## src/rtl/trwl_pkg.sv

```systemverilog
// shared types, codes and sizing functions of the trie word lookup
`default_nettype none

package trwl_pkg;

  localparam int BRANCH_NODES_DEF  = 4096;
  localparam int SINGLE_NODES_DEF  = 65536;
  localparam int ALPHABET_SIZE_DEF = 64;

  // a 16-bit node index and a 17-bit reference reach at most this many single nodes
  localparam int SINGLE_NODES_REACH = 65536;

  localparam logic [7:0] SKIP_CODE_RST = 8'd254;
  localparam logic [7:0] STOP_CODE_RST = 8'd253;
  localparam logic [7:0] END_CODE_RST  = 8'd255;

  localparam logic signed [20:0] LIST_NONE = -21'sd1;

  typedef enum logic [1:0] {
    REQ_SET_CHILD  = 2'd0,
    REQ_SET_LIST   = 2'd1,
    REQ_SET_SINGLE = 2'd2,
    REQ_QUERY      = 2'd3
  } req_type_e;

  typedef enum logic [1:0] {
    CFG_SKIP = 2'd0,
    CFG_STOP = 2'd1,
    CFG_END  = 2'd2
  } cfg_index_e;

  typedef enum logic [1:0] {
    ST_IDLE,
    ST_WALK,
    ST_EMIT
  } state_e;

  typedef struct packed {
    logic we;
    logic re;
  } mem_ctl_t;

  typedef struct packed {
    logic [7:0]         ch;
    logic signed [16:0] next;
    logic [19:0]        list;
  } single_entry_t;

  // branch rows hold the child slots followed by the list id slot
  function automatic int branch_depth(int nodes, int alphabet);
    return nodes * (alphabet + 1);
  endfunction

  function automatic int single_depth(int nodes);
    return (nodes < SINGLE_NODES_REACH) ? nodes : SINGLE_NODES_REACH;
  endfunction

endpackage

`default_nettype wire

```

## src/rtl/trwl_ctrl.sv

```systemverilog
// walk sequencer: code registers, walk state, table access and result register
`default_nettype none

module trwl_ctrl #(
  parameter int BRANCH_NODES  = trwl_pkg::BRANCH_NODES_DEF,
  parameter int SINGLE_NODES  = trwl_pkg::SINGLE_NODES_DEF,
  parameter int ALPHABET_SIZE = trwl_pkg::ALPHABET_SIZE_DEF
) (
  input  logic                    clk_i,
  input  logic                    rst_ni,
  input  logic                    cfg_we_i,
  input  logic [1:0]              cfg_index_i,
  input  logic [7:0]              cfg_wdata_i,
  input  logic                    in_valid_i,
  output logic                    in_stall_o,
  input  logic [1:0]              req_type_i,
  input  logic [15:0]             node_index_i,
  input  logic [7:0]              symbol_i,
  input  logic signed [16:0]      child_ref_i,
  input  logic [19:0]             list_value_i,
  output logic                    out_valid_o,
  input  logic                    out_stall_i,
  output logic signed [20:0]      list_found_o,
  input  logic                    clear_busy_i,
  output trwl_pkg::mem_ctl_t      b_ctl_o,
  output logic [$clog2(trwl_pkg::branch_depth(BRANCH_NODES, ALPHABET_SIZE))-1:0] b_addr_o,
  output logic [19:0]             b_wdata_o,
  input  logic [19:0]             b_rdata_i,
  output trwl_pkg::mem_ctl_t      s_ctl_o,
  output logic [$clog2(trwl_pkg::single_depth(SINGLE_NODES))-1:0] s_addr_o,
  output trwl_pkg::single_entry_t s_wdata_o,
  input  trwl_pkg::single_entry_t s_rdata_i
);
  import trwl_pkg::*;

  localparam int ROW    = ALPHABET_SIZE + 1;
  localparam int AW     = $clog2(branch_depth(BRANCH_NODES, ALPHABET_SIZE));
  localparam int BW     = $clog2(BRANCH_NODES);
  localparam int SDEPTH = single_depth(SINGLE_NODES);
  localparam int SW     = $clog2(SDEPTH);

  state_e            state_q, state_d;
  logic [7:0]        skip_q, skip_d, stop_q, stop_d, end_q, end_d;
  logic              cur_single_q, cur_single_d;
  logic [BW-1:0]     cur_b_q, cur_b_d;
  logic [SW-1:0]     cur_s_q, cur_s_d;
  logic              entered_q, entered_d;
  logic              failed_q, failed_d;
  logic              list_pend_q, list_pend_d;
  logic              pend_single_q, pend_single_d;
  logic [19:0]       cur_list_q, cur_list_d;
  logic signed [20:0] emit_list_q, emit_list_d;
  logic              out_valid_q, out_valid_d;
  logic [7:0]        sym_q, sym_d;
  logic signed [20:0] list_q, list_d;

  req_type_e     req_e;
  logic          accept, is_query, sym_end, sym_skip, sym_term, sym_in_alpha;
  logic          q_step, q_term, term_neg, out_free, walk_phase;
  logic [BW-1:0] idx_sel;
  logic [7:0]    slot_sel;
  logic [16:0]   r_u;
  logic          miss;
  logic [15:0]   s_idx;
  logic [19:0]   pend_list;

  assign req_e        = req_type_e'(req_type_i);
  assign in_stall_o   = clear_busy_i || (state_q != ST_IDLE);
  assign accept       = in_valid_i && !in_stall_o;
  assign is_query     = (req_e == REQ_QUERY);
  assign sym_end      = (symbol_i == end_q);
  assign sym_skip     = !sym_end && (symbol_i == skip_q);
  assign sym_term     = sym_end || (!sym_skip && (symbol_i == stop_q));
  assign sym_in_alpha = (symbol_i < 8'(ALPHABET_SIZE));
  assign q_step       = accept && is_query && !sym_skip && !sym_term && !failed_q
                        && sym_in_alpha;
  assign q_term       = accept && is_query && sym_term;
  assign term_neg     = failed_q || !entered_q;
  assign out_free     = !out_valid_q || !out_stall_i;
  assign walk_phase   = (state_q == ST_WALK);

  // table addresses; the step cycle reads the list id of the node entered
  assign idx_sel   = walk_phase ? r_u[BW-1:0] :
                     (is_query ? cur_b_q : node_index_i[BW-1:0]);
  assign slot_sel  = (walk_phase || (req_e == REQ_SET_LIST)) ? 8'(ALPHABET_SIZE) : symbol_i;
  assign b_addr_o  = AW'(idx_sel) * AW'(ROW) + AW'(slot_sel);
  assign s_addr_o  = walk_phase ? s_idx[SW-1:0] :
                     (is_query ? cur_s_q : node_index_i[SW-1:0]);
  assign b_wdata_o = (req_e == REQ_SET_LIST) ? list_value_i : {3'b000, child_ref_i};
  assign s_wdata_o = '{ch: symbol_i, next: child_ref_i, list: list_value_i};

  // step result from the table word read for the current node
  assign r_u   = cur_single_q ? s_rdata_i.next : b_rdata_i[16:0];
  assign miss  = cur_single_q ? (s_rdata_i.ch != sym_q) : (b_rdata_i[16:0] == 17'd0);
  assign s_idx = ~r_u[15:0];

  // list id of the node entered by the last step
  assign pend_list = pend_single_q ? s_rdata_i.list : b_rdata_i;

  always_comb begin
    state_d = state_q;
    unique case (state_q)
      ST_IDLE: begin
        if (q_step) begin
          state_d = ST_WALK;
        end else if (q_term) begin
          state_d = ST_EMIT;
        end
      end
      ST_WALK: state_d = ST_IDLE;
      ST_EMIT: begin
        if (out_free) begin
          state_d = ST_IDLE;
        end
      end
      default: state_d = ST_IDLE;
    endcase
  end

  always_comb begin
    skip_d        = skip_q;
    stop_d        = stop_q;
    end_d         = end_q;
    cur_single_d  = cur_single_q;
    cur_b_d       = cur_b_q;
    cur_s_d       = cur_s_q;
    entered_d     = entered_q;
    failed_d      = failed_q;
    list_pend_d   = 1'b0;
    pend_single_d = pend_single_q;
    cur_list_d    = list_pend_q ? pend_list : cur_list_q;
    emit_list_d   = emit_list_q;
    sym_d         = sym_q;
    list_d        = list_q;
    out_valid_d   = out_valid_q && out_stall_i;
    b_ctl_o       = '0;
    s_ctl_o       = '0;

    if (cfg_we_i) begin
      unique case (cfg_index_e'(cfg_index_i))
        CFG_SKIP: skip_d = cfg_wdata_i;
        CFG_STOP: stop_d = cfg_wdata_i;
        CFG_END:  end_d  = cfg_wdata_i;
        default: ;
      endcase
    end

    unique case (state_q)
      ST_IDLE: begin
        if (accept) begin
          unique case (req_e)
            REQ_SET_CHILD: begin
              b_ctl_o.we = ({1'b0, node_index_i} < 17'(BRANCH_NODES)) && sym_in_alpha;
            end
            REQ_SET_LIST: begin
              b_ctl_o.we = ({1'b0, node_index_i} < 17'(BRANCH_NODES));
            end
            REQ_SET_SINGLE: begin
              s_ctl_o.we = ({1'b0, node_index_i} < 17'(SDEPTH));
            end
            REQ_QUERY: begin
              if (sym_term) begin
                emit_list_d  = term_neg ? LIST_NONE : {1'b0, cur_list_d};
                cur_single_d = 1'b0;
                cur_b_d      = '0;
                entered_d    = 1'b0;
                failed_d     = 1'b0;
              end else if (!sym_skip && !failed_q) begin
                if (!sym_in_alpha) begin
                  failed_d = 1'b1;
                end else begin
                  sym_d      = symbol_i;
                  b_ctl_o.re = !cur_single_q;
                  s_ctl_o.re = cur_single_q;
                end
              end
            end
            default: ;
          endcase
        end
      end
      ST_WALK: begin
        if (miss) begin
          failed_d = 1'b1;
        end else if (!r_u[16]) begin
          if (r_u >= 17'(BRANCH_NODES)) begin
            failed_d = 1'b1;
          end else begin
            cur_single_d  = 1'b0;
            cur_b_d       = r_u[BW-1:0];
            entered_d     = 1'b1;
            b_ctl_o.re    = 1'b1;
            list_pend_d   = 1'b1;
            pend_single_d = 1'b0;
          end
        end else begin
          if ({1'b0, s_idx} >= 17'(SDEPTH)) begin
            failed_d = 1'b1;
          end else begin
            cur_single_d  = 1'b1;
            cur_s_d       = s_idx[SW-1:0];
            entered_d     = 1'b1;
            s_ctl_o.re    = 1'b1;
            list_pend_d   = 1'b1;
            pend_single_d = 1'b1;
          end
        end
      end
      ST_EMIT: begin
        if (out_free) begin
          out_valid_d = 1'b1;
          list_d      = emit_list_q;
        end
      end
      default: ;
    endcase
  end

  always_ff @(posedge clk_i or negedge rst_ni) begin
    if (!rst_ni) begin
      state_q       <= ST_IDLE;
      skip_q        <= SKIP_CODE_RST;
      stop_q        <= STOP_CODE_RST;
      end_q         <= END_CODE_RST;
      cur_single_q  <= 1'b0;
      cur_b_q       <= '0;
      cur_s_q       <= '0;
      entered_q     <= 1'b0;
      failed_q      <= 1'b0;
      list_pend_q   <= 1'b0;
      pend_single_q <= 1'b0;
      emit_list_q   <= LIST_NONE;
      out_valid_q   <= 1'b0;
    end else begin
      state_q       <= state_d;
      skip_q        <= skip_d;
      stop_q        <= stop_d;
      end_q         <= end_d;
      cur_single_q  <= cur_single_d;
      cur_b_q       <= cur_b_d;
      cur_s_q       <= cur_s_d;
      entered_q     <= entered_d;
      failed_q      <= failed_d;
      list_pend_q   <= list_pend_d;
      pend_single_q <= pend_single_d;
      emit_list_q   <= emit_list_d;
      out_valid_q   <= out_valid_d;
    end
  end

  always_ff @(posedge clk_i) begin
    sym_q      <= sym_d;
    list_q     <= list_d;
    cur_list_q <= cur_list_d;
  end

  assign out_valid_o  = out_valid_q;
  assign list_found_o = list_q;

endmodule

`default_nettype wire

```

## config.mk

```make
export PLATFORM = sky130hd
export DESIGN_NAME = trwl_ctrl
export DESIGN_NICKNAME = d
export VERILOG_FILES = /design/src/rtl/trwl_pkg.sv /design/src/rtl/trwl_ctrl.sv
export SDC_FILE = /design/constraint.sdc
export NUM_CORES = 1
export LEC_CHECK = 0
export BUFFER_PORTS_ARGS = -buffer_cell sky130_fd_sc_hd__buf_4
export CORE_MARGIN = 1
export CORE_UTILIZATION = 35
export CTS_CLUSTER_SIZE = 14
export DETAILED_ROUTE_END_ITERATION = 10
export SLEW_MARGIN = 5
export SYNTH_ARGS = -nofsm -noshare
export SYNTH_HDL_FRONTEND = slang
export SYNTH_SLANG_ARGS = --single-unit
```

## constraint.sdc

```tcl
create_clock -name clk_i -period 4.7 [get_ports clk_i]
set_input_delay 0.235 -clock clk_i [delete_from_list [all_inputs] [get_ports clk_i]]
set_output_delay 0.235 -clock clk_i [all_outputs]
set_load 0.02 [all_outputs]
```

* Word-level counts from Yosys, hierarchy flattened
Cells that the tools add are included.
** Word-level totals
- Flip-flop bits (word level) :: 130
- Bits of input ports :: 144
- Logic and storage cells :: 161
- Output and inout port bits :: 127
** Operators by class
- Magnitude comparators :: 3
- $mul :: 1
- Multiplexer cells :: 68
- Eq/ne operators :: 25
- Bitwise gates (word level) :: 3
- Reduce and logical (&&, ||, !) cells :: 44
- Add/sub/neg operators :: 1
** Operators by type and width (number)
- 12-bit two-way mux :: 8
- 20-bit two-way mux :: 3
- 1-bit two-way mux :: 39
- 16-bit two-way mux :: 2
- 8-bit == test :: 3
- 12-bit one-hot mux with 2 select lines :: 1
- 21-bit two-way mux :: 1
- 19-bit by 8-bit adder with 19-bit output :: 1
- 12-bit by 7-bit multiplier with 19-bit output, second input constant :: 1
- 17-bit by 13-bit >= comparator with 1-bit output, second input constant :: 1
- 17-bit zero test :: 1
- 17-bit two-way mux :: 1
- 16-bit by 13-bit < comparator with 1-bit output, second input constant :: 1
- 2-bit != test, second input constant :: 8
- 16-bit NOT :: 1
- 7-bit AND reduction :: 2
- 1-bit logical AND :: 12
- 3-bit != test, second input constant :: 4
- 1-bit one-hot mux with 2 select lines :: 6
- 6-bit AND reduction :: 2
- 2-bit two-way mux :: 5
- 2-bit AND reduction :: 5
- 1-bit zero test :: 9
- 2-bit == test, second input constant :: 4
- 13 further kinds :: 24

* Longest topological paths before layout
- Depth in word-level cells :: 12
- Mapped depth :: 18
- Depth with buffers taken out :: 16

* Worst setup path after synthesis
Ideal clock, no wire load.
- Kind :: register to output
- From :: reg cur_single_q
- To :: out b_addr_o[13] in the netlist's numbering
- Path slack :: 76 ps
- Path buffers :: 3
- Required time :: 4465 ps
- Arrival time :: 4389 ps
- Cell stages (with the launch flop) :: 17
- Path through :: dfrtp_1 > clkbuf_1 > buf_2 > buf_1 > mux2i_1 > nor2_1 > or2_2 > ha_1 > ha_1 > fa_1 > ha_1 > a2111oi_0 > o211ai_1 > a31oi_1 > o21bai_1 > a21oi_1 > xnor2_1
** On the way
- Cells in the longest elaborated chain, start to end :: 4
** Ends and longest elaborated chain
- start, declared :: RTL line trwl_ctrl.sv:44 : logic cur_single_q, cur_single_d;
- start signal, assigned :: RTL line trwl_ctrl.sv:239 : cur_single_q <= cur_single_d;
- 17-bit two-way mux :: RTL line trwl_ctrl.sv:93 : assign r_u = cur_single_q ? s_rdata_i.next : b_rdata_i[16:0];
- 12-bit two-way mux :: RTL line trwl_ctrl.sv:83 : assign idx_sel = walk_phase ? r_u[BW-1:0] :
- 12-bit by 7-bit multiplier with 19-bit output :: RTL line trwl_ctrl.sv:86 : assign b_addr_o = AW'(idx_sel) * AW'(ROW) + AW'(slot_sel);
- 19-bit by 8-bit adder with 19-bit output :: RTL line trwl_ctrl.sv:86
- end, declared :: RTL line trwl_ctrl.sv:26 : output logic [$clog2(trwl_pkg::branch_depth(BRANCH_NODES, ALPHABET_SIZE))-1:0] b_addr_o,
No other way between the ends.

* Final worst setup path
Same ends and word-level chain as after synthesis.

==> flow_summary.yaml <==
timing:
  max_slew_margin_pct: 24.0
  clock_skew_ns: 0.0164
  timing.fmax_mhz: 225
  fin_crit_sh_pct: 94.4
  rsz0062_at_grt: "yes"
  final_hold_viol_count: 0
  whs_ns: 0.0438
  setup_violations: 0
  period_needed_ns: 4.44
  finalSetupTns_ns: 0
  worstMarginPinSlew_ns: 1.14
  drv_slew: 0
die:
  die_height_um: 151
  core_region_area_um2: 21800
  ioPinCount: 271
  initial_core_util_pct: 35.7
  num_rows: 54
  die_x_um: 151
  dieArea_um2: 22800
setup_path:
  worstSetupStartpoint: "cur_single_q$_DFFE_PN0P_"
  crit_required_ns: 4.47
  crit_fanout: 6
  rr_worst_depth: 5
  cp_data_arrival_time_ns: 4.20
  endpoint_kind: "output pin"
  crit_type: "flop to output pin"
  worstReg2RegStart: "state_q[1]$_DFFE_PN0P_"
  critPathLaunchType: "flop"
clocking:
  numCtsBuffers: 17
  htreeDepth: 4
  clk_path_buf_depth: 2
  path_clk_slew_ns: 0.06
  cts_tree: "done"
  cts_sinks: 130
  clk_latency_ns: 0.43
  root_buffer: "clkbuf_16"
grt:
  track_usage_pct: 20.1
  grt_max_degree: 51
  grt_pass1_vias: 6100
  antenna_found_initial: 0
  grt-ovfl-total: 0
  grt_pass1_wl_mm: 34.1
logic_synthesis:
  synth_top_family_by_area: "simple AND/OR/NAND/NOR gates"
  synth_mux_area_share_pct: 13.1
  syn_nets: 968
  synth_warnings: 0
  synth_edf_count: 29
  yosysSeqAreaShare_pct: 43.1
  syn_area_per_cell_um2: 9.91
  yosysUniqueCellTypes: 59
  synthAdderAreaFrac_pct: 6.56
  synth_seq_cells: 130
  synth_area_um2: 7780
  synth_flop_cell: "dfstp_2"
  synthSimpleGateAreaFrac_pct: 14.6
  async_reset_ff_share_pct: 62.3
  synth-compound-area-share_pct: 9.81
  syn-instance-count: 785
  synth-xor-area-share_pct: 4.95
place:
  detailed_place_hpwl_mm: 17.9
  io_buffers: 270
  place_area_um2: 9800
  place_congestion: 0.812
job:
  cap_violations: 0
pwr:
  vdd_drop_max_mv: 0.233
  powerDensity_nw_per_um2: 337
  p_total_mw: 3.52
  p_leak_nw: 5.17
layout:
  diodes: 0
  drive_gt1_share_pct: 43.3
  fillCellCount: 2107
  layout.area.seq_um2: 3360
  nNetsFinal: 1197
  multi_input_area_um2: 3860
  area_growth_pct: 34.1
  final_cell_area_um2: 10400
run_status:
  status: "finished clean"
hold_path:
  holdPathStages: 3
  hp-start: "out_stall_i"
  hold_class: "input pin to flop"
detailed_routing:
  vias: 6328
  drt_iter0_markers: 337
  antenna_left: 0
  vias_per_cell: 4.84
  finalWirelength_mm: 22.9
  dr.pass1.iters: 5
  routedWlPerCell_um: 17.5
  drcViolationCount: 0
-- final timing paths --
path                                                     to  slack (ns)
worst max-delay path                           b_addr_o[13]        0.26
worst min-delay path                  out_valid_o$_DFF_PN0_        0.04
worst max register to register   emit_list_q[9]$_DFFE_PN1P_        2.09
worst min register to register  emit_list_q[20]$_DFFE_PN1P_        0.50
max in group asynchronous            state_q[0]$_DFFE_PN0P_        3.33
min in group asynchronous             list_pend_q$_DFF_PN0_        0.32
-- logic make-up after synthesis --
group,count (synthesis)
buffers and inverters,114
and+or+nand+nor,241
DFF,130
adders and majority gates,39
xor gates and xnor gates,44
AOI/OAI and AO/OA,125
muxes,92
-- worst max-delay path: stages (launching register included) --
cell       delay (ns)
dfrtp_2          0.45
buf_4            0.16
mux2i_1          0.22
nor2_1           0.11
or2_2            0.34
ha_1             0.28
inv_1            0.05
fa_1             0.54
inv_1            0.04
ha_1             0.35
a2111oi_2        0.30
o211ai_1         0.19
a31oi_2          0.20
o21bai_1         0.08
a21oi_1          0.17
xnor2_1          0.13
buf_4            0.16
-- cell usage after synthesis, types with 20 or more instances --
cell type / count / area share [%]
buf_4: 45 / 4.3
dfrtp_1: 38 / 12
ha_1: 36 / 5.8
a21oi_1: 68 / 4.4
edfxtp_1: 29 / 11
inv_1: 36 / 1.7
clkbuf_1: 22 / 1.1
mux2_2: 45 / 6.5
dfxtp_1: 20 / 5.1
nor2_1: 72 / 3.5
nand2_1: 98 / 4.7
xnor2_1: 36 / 4.1
dfstp_2: 43 / 15
a21o_1: 23 / 2.2
mux2i_1: 38 / 4.9
-- routing by layer --
metal / GRT usage, % / part of all wire (%)
met1: 28.0 / 47
met5: 0 / 0
met3: 4.07 / 4.8
met4: 5.55 / 1.5
met2: 31.4 / 47
-- sequential cells by signal, indices dropped and copies added (netlist names), 2 cells and up --
register      cells
end_q             8
state_q           2
cur_s_q          16
list_found_o     21
cur_b_q          12
sym_q             8
cur_list_q       20
skip_q            8
stop_q            8
emit_list_q      21
-- cell usage in the layout, fill, tap and decap left out, types with 5 or more instances in the layout --
master / instances
buf_4: 285
nand2_1: 98
nor2_1: 72
a21oi_1: 66
mux2_2: 45
dfstp_2: 43
mux2i_1: 38
inv_1: 36
xnor2_1: 36
ha_1: 36
dfrtp_1: 35
edfxtp_1: 29
a21o_1: 23
dfxtp_1: 20
clkbuf_16: 18
or2_2: 12
mux2_4: 9
and3_1: 8
xor2_1: 8
and2_1: 7
nand2b_1: 6
o21ai_0: 6
nand4_1: 6
nor4_1: 5
a31oi_1: 5
clkinv_4: 5
-- where the power goes --
part | internal [mW] | total [mW] | switching [mW]
clock | 0.728 | 1.25 | 0.525
sequential | 1.30 | 1.35 | 0.0560
combinational | 0.436 | 0.913 | 0.476
total | 2.46 | 3.52 | 1.06
-- repair_timing --
action	in CTS	in global routing
endpoints found under the hold margin	8	0
pin swaps	0	1
hold buffers	1	0
buffers inserted	0	3
gates resized for setup	2	11
endpoints found under the setup margin	2	7
-- layout make-up --
cell class                 instances  share of cell area, %
sequential                       130                   32.2
timing repair buffer             288                   20.8
tap                              280                   3.36
clock inverter                    12                  0.911
multi-input combinational        541                   37.0
inverter                          36                   1.29
clock buffer                      20                   4.48
-- metrics by stage --
stage               cells  util (%)  worst slack [ns]
CTS                  1304      47.6           -0.0206
global placement     1271      44.9             0.466
detailed placement   1271      44.9             0.408
floorplan             785         -            0.0763
global route         1307      47.8           -0.0279
finish               1307      47.8             0.262
(Power assumes the default switching activity.)
